$ cat src/hw/rtl/slid_pkg.sv
// Shared types and constants for the sorted list insert/delete block.
// No dependencies; every other file in hw/rtl imports this package.
package slid_pkg;

  localparam int SLID_CAPACITY   = 16;
  localparam int SLID_DATA_W     = 32;
  localparam int SLID_COUNT_W    = 5;

  typedef logic signed [SLID_DATA_W-1:0] data_t;

  typedef enum logic {
    REQ_INSERT = 1'b0,
    REQ_DELETE = 1'b1
  } req_kind_t;

  typedef enum logic [1:0] {
    ST_INSERTED  = 2'd0,
    ST_DELETED   = 2'd1,
    ST_NOT_FOUND = 2'd2,
    ST_FULL      = 2'd3
  } status_t;

  // Broadcast to every cell of the chain for one request.
  typedef struct packed {
    logic  load;       // request changes the list this cycle
    logic  is_delete;  // 1: close the gap, 0: open a slot
    data_t value;      // operand of the request
  } cell_cmd_t;

endpackage

$ cat src/hw/rtl/slid_req_if.sv
// Request channel: valid/ready handshake plus request type and value.
// Depends on slid_pkg.
interface slid_req_if import slid_pkg::*; ();
  logic  valid;
  logic  ready;
  logic  req_type;
  data_t value;

  modport source (output valid, output req_type, output value, input ready);
  modport sink   (input valid, input req_type, input value, output ready);
endinterface

$ cat src/hw/rtl/slid_rsp_if.sv
// Response channel: valid/ready handshake plus status, count and head value.
// Depends on slid_pkg.
interface slid_rsp_if import slid_pkg::*; ();
  logic                    valid;
  logic                    ready;
  logic [1:0]              status;
  logic [SLID_COUNT_W-1:0] entry_count;
  data_t                   smallest_value;

  modport source (output valid, output status, output entry_count,
                  output smallest_value, input ready);
  modport sink   (input valid, input status, input entry_count,
                  input smallest_value, output ready);
endinterface

$ cat src/hw/rtl/slid_cell.sv
// One compare-and-shift cell of the sorted chain: holds one entry.
// Depends on slid_pkg.
module slid_cell import slid_pkg::*; (
  input  logic      clk,
  input  cell_cmd_t cmd,
  input  logic      found,       // some occupied cell matches the value
  input  logic      occupied,    // this slot is below the fill count
  input  logic      left_ge,     // left neighbor's ge (0 for the head cell)
  input  data_t     left_entry,
  input  data_t     right_entry,
  output logic      ge,          // empty, or entry >= value
  output logic      eq,          // occupied and entry == value
  output data_t     entry,
  output data_t     entry_next
);

  assign ge = !occupied || (entry >= cmd.value);
  assign eq = occupied && (entry == cmd.value);

  always_comb begin
    entry_next = entry;
    if (cmd.load) begin
      if (cmd.is_delete) begin
        // cells at and behind the first match pull from the right
        if (found && ge) begin
          entry_next = right_entry;
        end
      end else if (ge) begin
        // first ge cell takes the value, the rest shift right by one
        entry_next = left_ge ? left_entry : cmd.value;
      end
    end
  end

  always_ff @(posedge clk) begin
    entry <= entry_next;
  end

endmodule

$ cat src/hw/rtl/sorted_list_insert_delete.sv
// Top level of the sorted list: a chain of compare-and-shift cells, the
// fill count and a registered response stage. Depends on slid_pkg,
// slid_req_if, slid_rsp_if and slid_cell.
//
//  channel | dir | handshake   | payload
//  --------+-----+-------------+-----------------------------------------
//  req     | in  | valid/ready | req_type (0 insert, 1 delete), value
//  rsp     | out | valid/ready | status, entry_count, smallest_value
//
// All cells compare the value in parallel and shift by one place in the
// same edge, so one request per clock is taken while req.ready is high.
// The response appears in the cycle after acceptance. req.ready is low
// only while a response sits unclaimed in the output register and
// rsp.ready is low. Synchronous reset empties the list (count zero); the
// cell contents are left as they are and never read.
module sorted_list_insert_delete import slid_pkg::*; #(
  parameter int CAPACITY = SLID_CAPACITY
) (
  input logic       clk,
  input logic       rst,
  slid_req_if.sink  req,
  slid_rsp_if.source rsp
);

  localparam int CW = $clog2(CAPACITY + 1);

  // Fill count
  logic [CW-1:0] count;
  logic [CW-1:0] count_next;

  // Per-cell chain signals
  logic [CAPACITY-1:0] occ;
  logic [CAPACITY-1:0] ge;
  logic [CAPACITY-1:0] eq;
  data_t               entry      [CAPACITY];
  data_t               entry_next [CAPACITY];

  logic       accept;
  logic       is_del;
  logic       full;
  logic       found;
  cell_cmd_t  cmd;
  status_t    status_next;
  logic [CW+SLID_COUNT_W-1:0] count_wide;

  assign accept = req.valid && req.ready;
  assign is_del = (req.req_type == REQ_DELETE);
  assign full   = (count == CW'(CAPACITY));
  assign found  = |eq;

  // Output register frees as soon as its content is taken.
  assign req.ready = !rsp.valid || rsp.ready;

  assign cmd.value     = req.value;
  assign cmd.is_delete = is_del;
  assign cmd.load      = accept && (is_del ? found : !full);

  // Cell chain: each cell sees its neighbors' entries and the left ge flag.
  for (genvar i = 0; i < CAPACITY; i++) begin : g_cell
    logic  lge;
    data_t lent;
    data_t rent;

    assign occ[i] = (count > CW'(i));

    if (i == 0) begin : g_head
      assign lge  = 1'b0;
      assign lent = '0;
    end else begin : g_mid
      assign lge  = ge[i-1];
      assign lent = entry[i-1];
    end

    if (i == CAPACITY - 1) begin : g_tail
      assign rent = '0;   // beyond the count after a delete; never read
    end else begin : g_body
      assign rent = entry[i+1];
    end

    slid_cell u_cell (
      .clk        (clk),
      .cmd        (cmd),
      .found      (found),
      .occupied   (occ[i]),
      .left_ge    (lge),
      .left_entry (lent),
      .right_entry(rent),
      .ge         (ge[i]),
      .eq         (eq[i]),
      .entry      (entry[i]),
      .entry_next (entry_next[i])
    );
  end

  // Count update and status for the request in flight.
  always_comb begin
    count_next  = count;
    status_next = ST_NOT_FOUND;
    if (is_del) begin
      if (found) begin
        count_next  = count - CW'(1);
        status_next = ST_DELETED;
      end
    end else if (full) begin
      status_next = ST_FULL;
    end else begin
      count_next  = count + CW'(1);
      status_next = ST_INSERTED;
    end
  end

  // Response carries the low five bits of the new count.
  assign count_wide = (CW + SLID_COUNT_W)'(count_next);

  always_ff @(posedge clk) begin
    if (rst) begin
      count     <= '0;
      rsp.valid <= 1'b0;
    end else begin
      if (accept) begin
        count     <= count_next;
        rsp.valid <= 1'b1;
      end else if (rsp.ready) begin
        rsp.valid <= 1'b0;
      end
    end
  end

  // Response payload; head value is zero for an empty list.
  always_ff @(posedge clk) begin
    if (accept) begin
      rsp.status         <= status_next;
      rsp.entry_count    <= count_wide[SLID_COUNT_W-1:0];
      rsp.smallest_value <= (count_next == '0) ? data_t'(0) : entry_next[0];
    end
  end

endmodule

$ cat src/flat_wrapper.sv
// flat-port wrapper written by rule: the top's interface ports become plain ports
module sorted_list_insert_delete_flat import slid_pkg::*;
#(
  parameter int CAPACITY = SLID_CAPACITY
)
  (clk, rst, req_valid, req_req_type, req_value, req_ready, rsp_valid, rsp_status, rsp_entry_count, rsp_smallest_value, rsp_ready);
  slid_req_if req_i ();
  slid_rsp_if rsp_i ();
  input logic clk;
  input logic rst;
  input wire logic [$bits(req_i.valid)-1:0] req_valid;
  input wire logic [$bits(req_i.req_type)-1:0] req_req_type;
  input wire logic [$bits(req_i.value)-1:0] req_value;
  output wire logic [$bits(req_i.ready)-1:0] req_ready;
  output wire logic [$bits(rsp_i.valid)-1:0] rsp_valid;
  output wire logic [$bits(rsp_i.status)-1:0] rsp_status;
  output wire logic [$bits(rsp_i.entry_count)-1:0] rsp_entry_count;
  output wire logic [$bits(rsp_i.smallest_value)-1:0] rsp_smallest_value;
  input wire logic [$bits(rsp_i.ready)-1:0] rsp_ready;
  assign req_i.valid = req_valid;
  assign req_i.req_type = req_req_type;
  assign req_i.value = req_value;
  assign req_ready = req_i.ready;
  assign rsp_valid = rsp_i.valid;
  assign rsp_status = rsp_i.status;
  assign rsp_entry_count = rsp_i.entry_count;
  assign rsp_smallest_value = rsp_i.smallest_value;
  assign rsp_i.ready = rsp_ready;
  sorted_list_insert_delete #(.CAPACITY(CAPACITY)) u_core (.clk(clk), .rst(rst), .req(req_i), .rsp(rsp_i));
endmodule
$ cat config.mk
export PLATFORM = sky130hd
export DESIGN_NAME = sorted_list_insert_delete_flat
export DESIGN_NICKNAME = d
export VERILOG_FILES = /design/src/hw/rtl/slid_pkg.sv /design/src/hw/rtl/slid_req_if.sv /design/src/hw/rtl/slid_rsp_if.sv /design/src/hw/rtl/slid_cell.sv /design/src/hw/rtl/sorted_list_insert_delete.sv /design/src/flat_wrapper.sv
export SDC_FILE = /design/constraint.sdc
export NUM_CORES = 2
export LEC_CHECK = 0
export BUFFER_PORTS_ARGS = -buffer_cell sky130_fd_sc_hd__buf_2
export CAP_MARGIN = 20
export CORE_ASPECT_RATIO = 0.8
export CORE_MARGIN = 4
export CORE_UTILIZATION = 60
export CTS_CLUSTER_DIAMETER = 40
export DETAILED_ROUTE_END_ITERATION = 6
export PLACE_DENSITY = 0.8
export SLEW_MARGIN = 5
export SYNTH_ARGS = -nofsm -noshare
export SYNTH_HDL_FRONTEND = slang
export SYNTH_HIERARCHICAL = 1
export SYNTH_SLANG_ARGS = --single-unit
export TNS_END_PERCENT = 20
$ cat constraint.sdc
create_clock -name clk -period 7 [get_ports clk]
set_input_delay 0.7 -clock clk [delete_from_list [all_inputs] [get_ports clk]]
set_output_delay 0.7 -clock clk [all_outputs]
set_load 0.02 [all_outputs]
=== Yosys cells after proc, flatten, opt, wreduce, memory -nomap -nowiden ===
Cells that the tools add are included.

* Register bits: 557
* Input bits: 37
* Output and inout port bits: 41
* Word-level logic and storage cells: 262

* Add/subtract/negate cells: 2
* Magnitude comparators: 32
* Equality and inequality tests: 32
* Multiplexer cells: 73
* Reductions and logical operators: 102

{| class="wikitable"
|+ Operators by type and width
! kind !! count
|-
| $mux 32 || 64
|-
| $eq 32x32->1 || 16
|-
| $ge 32x32->1 || 16
|-
| $reduce_and 3->1 || 15
|-
| $gt 5x4->1 const B || 8
|-
| $logic_and 1x1->1 || 34
|-
| $reduce_bool 2->1 || 16
|-
| $ne 2x1->1 const B || 15
|-
| $gt 5x3->1 const B || 4
|-
| $logic_not 1->1 || 18
|-
| $logic_or 1x1->1 || 17
|-
| $reduce_or 16->1 || 1
|-
| $mux 5 || 3
|-
| $gt 5x1->1 const B || 2
|-
| $gt 5x2->1 const B || 2
|-
| $mux 2 || 3
|-
| $add 5x1->5 const B || 1
|-
| $eq 5x5->1 const B || 1
|-
| $logic_not 5->1 || 1
|-
| $sub 5x1->5 const B || 1
|-
| $mux 1 || 3
|}

=== Logic depth before layout (Yosys ltp) ===
* Depth in word-level cells: 7
* Gate-level depth with buffers: 19

=== Cells and area by module ===
Netlist, hierarchy kept.

{| class="wikitable"
|+ By module, submodules not included
! module !! instances !! cells each !! area an instance (sq um) !! seq. area each (sq um)
|-
| slid_cell (u_core.g_cell[0].u_cell ...) || 13 || 376 || 2,887.8 || 640.6
|-
| slid_cell (u_core.g_cell[9].u_cell) || 1 || 365 || 3,364.5 || 640.6
|-
| slid_cell (u_core.g_cell[8].u_cell) || 1 || 391 || 3,148.0 || 640.6
|-
| slid_cell (u_core.g_cell[13].u_cell) || 1 || 378 || 2,914.0 || 640.6
|-
| sorted_list_insert_delete || 1 || 229 || 2,417.3 || 1,291.2
|}

=== Least setup slack after synthesis ===
Ideal clock, no wire load.

* Path kind: input-to-reg
* Start: input req_value[31]
* End: register u_core.g_cell[9].u_cell.entry[10]
* Library setup time: 0.079 ns
* Arrival time: 5.966 ns
* Required time: 6.921 ns
* Setup slack: 0.956 ns
* Stages on the path: 16
* Path through: inv_1 ha_1 nand4_2 nor4_2 nand3_1 nor2_1 nor4_2 and4_4 inv_6 a21oi_1 nor2_1 and2_1 dlygate4sd3_1 nand2_1 mux2_4 o221ai_2

{| class="wikitable"
|+ RTL lines
! what !! line !! text
|-
| start, declared || flat_wrapper.sv:13 || <nowiki>input wire logic [$bits(req_i.value)-1:0] req_value;</nowiki>
|-
| end signal, assigned || slid_cell.sv:36 || <nowiki>entry <= entry_next;</nowiki>
|-
| end, declared || slid_cell.sv:13 || <nowiki>output data_t entry,</nowiki>
|}

==> summary.md <==
| Metric | Value |
|---|---|
| Hold Path End | u_core/rsp.valid |
| Initial DRT Pass Iterations | 7 |
| Max stage delay on crit path | 0.57 ns |
| Sw Pwr | 5.39 mW |
| Worst VDD drop | 0.220 mV |
| Share of cells above drive strength 1 | 9.97% |
| CTS Hold Bufs | 0 |
| WL/cell | 22.1 µm |
| Clock buffer count from CTS | 93 |
| Final cell count without fillers | 7333 |
| PortBufs | 77 |
| Setup Buffers After CTS | 0 |
| Root Buffer | clkbuf_16 |
| GRT Total Usage | 35.4% |
| YS warnings | 6 |
| Worst-path fanout max | 26 |
| Clk Latency, worst-skew pair | 0.67 ns |
| H-tree depth | 3 |
| Rel. slew slack | 26.9% |
| Post-Syn Instances | 6247 |
| Initial antenna violation count | 3 |
| Area Overhead vs Synth | 8.01% |
| Sequence of cells on the critical path | buf_2, buf_4, inv_1, ha_1, nand4_1, nor4_2, nand3_1, nor2_1, nor4_1, and4_4, inv_6, a21oi_1, nor2_4, buf_4, buf_4, and2_1, buf_4, nand2_1, mux2_4, o221ai_2 |
| CP max stage cell | nor2_4 |
| Die Y | 265 µm |
| Pin count of the biggest net entering global routing | 171 |
| Vias in the first global route | 43300 |
| Die width | 329 µm |
| Family with the most delay on the worst path | simple AND/OR/NAND/NOR gates |
| Synthesized cell area | 49400 µm² |
| Outcome | finished, violations left |
| TritonCTS clock tree | yes |
| Gate power share | 32.2% |
| Placed inst area | 49800 µm² |
| Via density | 6.69 |
| Failing checks | DRC |
| Core area | 81000 µm² |
| Crit start category | input pin |
| GR Util met1 | 54.1% |
| Max-slew violations | 0 |
| # fillers | 6727 |
| Reg2Reg Capture Point | u_core/rsp.smallest_value[22] |
| Final hold viol count | 0 |
| R2R depth | 15 |
| Total gr overflow | 0 |
| Clock Skew | 0.0250 ns |
| Worst Hold Class | in2reg |
| Vias | 49000 |
| Critical Path AT | 6.19 ns |
| Syn Area/Cell | 7.90 µm² |
| Initial core utilization | 61.0% |
| GP Congestion | 0.957 |
| DRT iter0 DRCs | 7687 |
| Sw Ratio | 38.7% |
| Internal Pwr Total | 8.53 mW |
| Row cnt | 93 |
| Met2 usage | 46.1% |
| CTS sink cnt | 557 |
| Final setup vio count | 0 |
| Global-route wire length before repair | 250000 µm |
| Setup_tns | 0 ns |
| WS Path Type | in2reg |
| Worst EP required | 7.57 ns |
| Flop pwr share | 33.6% |
| Post-Place Setup Slack | 0.758 ns |
| Routing usage on met3 | 9.55% |
| RSZ-0062 raised after global routing | false |
| Routed Antenna Nets | 0 |
| Hold Crit Depth | 3 |
| Final nets | 6715 |
| Total power | 13.9 mW |
| Most used cell, CP | buf_4 |
| Crit end category | register |
| Die Area | 87000 µm² |
| Gr busiest metal | met1 |
| R2r setup slk | 1.52 ns |
| Reg-to-reg startpoint | u_core/count[0] |
| Detailed-route DRC error count | 52 |
| Total Wirelength | 162000 µm |
| Clk buf depth | 3 |
| Max-cap check violation count | 0 |
| Max Freq | 178 MHz |
| Clock share of power | 34.2% |
| Worst hold margin | 0.295 ns |
| Post-cts resize count | 0 |
| P_leak | 26.8 nW |
| CTS clk-pin slew, worst paths | 0.05 ns |
| Final design area excluding fillers | 53300 µm² |
| Slew @ Worst Pin | 1.10 ns |
| Final Critical Period | 5.62 ns |
| Fin worst setup slack | 1.38 ns |
| Post-DP HPWL | 112000 µm |
| CP Buf/Inv Count | 7 |
| IO Pins | 78 |
| Pwr dens | 261 nW/µm² |
| Core Util, Final | 65.8% |
| Fin crit share | 80.3% |
| Min-delay src | req_valid |
| Placed insts | 7145 |
## tightest hold or removal path: stages
cell	delay [ns]
buf_2	0.10
inv_1	0.04
a21oi_1	0.05
## flip-flops by register name (all words and copies together) (netlist names)
register,count
u_core/count,5
u_core/g_cell.u_cell/entry,512
u_core/rsp.valid,1
u_core/rsp.smallest_value,32
u_core/rsp.status,2
u_core/rsp.entry_count,5
## final cells by class
class	count	area, µm²	area share, %
multi-input combinational	4655	33200	62.2
sequential	557	11500	21.6
clock buffer	113	2550	4.78
inverter	663	2490	4.68
timing repair buffer	190	1510	2.83
tap	1092	1370	2.56
clock inverter	62	678	1.27
antenna	1	2.50	0.00469
## worst max path at each step
stage	startpoint	end	slack (ns)	depth (start not counted)
floorplan	req_value[31]	u_core/g_cell[9].u_cell/entry[10]	0.96	16
global placement	req_value[9]	u_core/g_cell[8].u_cell/entry[23]	0.64	17
detailed placement	req_value[5]	u_core/g_cell[8].u_cell/entry[8]	0.76	16
CTS	req_value[5]	u_core/g_cell[8].u_cell/entry[9]	1.33	16
global route	u_core/count[0]	u_core/rsp.smallest_value[27]	1.16	15
finish	req_value[10]	u_core/g_cell[9].u_cell/entry[2]	1.38	20
## layout by cell type, fill, tap and decap left out, types with 15 or more instances in the layout
master,instances
o21ai_0,515
a221o_1,30
nand4_2,44
nand3_1,474
mux2i_1,541
o221ai_1,421
o2bb2ai_1,28
nor3_1,19
o211ai_4,15
conb_1,65
nand2_1,1081
dfxtp_1,518
o21a_1,17
clkbuf_16,97
buf_4,94
mux2_4,30
nor3_2,15
nor4_2,29
a311oi_1,15
a21o_1,30
o221ai_2,31
inv_1,661
nand4_1,72
ha_1,518
buf_2,77
nor2b_1,19
edfxtp_1,39
a21oi_1,232
nor2_1,99
a31oi_1,69
nor4_1,18
o211ai_1,30
## power groups by stage
| stage | clock (mW) | sequential [mW] | combinational (mW) |
|---|---|---|---|
| after floorplan | 0 | 4.33 | 3.32 |
| after global placement | 0 | 4.66 | 4.11 |
| after detailed placement | 0 | 4.68 | 4.26 |
| after CTS | 4.79 | 4.62 | 4.30 |
| after global routing | 4.91 | 4.73 | 4.95 |
| final | 4.76 | 4.68 | 4.48 |
## routing by layer
layer	up-vias	part of all wire, %
met3	413	13
met2	3109	38
met4	0	4.1
met1	23000	44
li1	22600	-
met5	-	0
(Power assumes the default switching activity.)
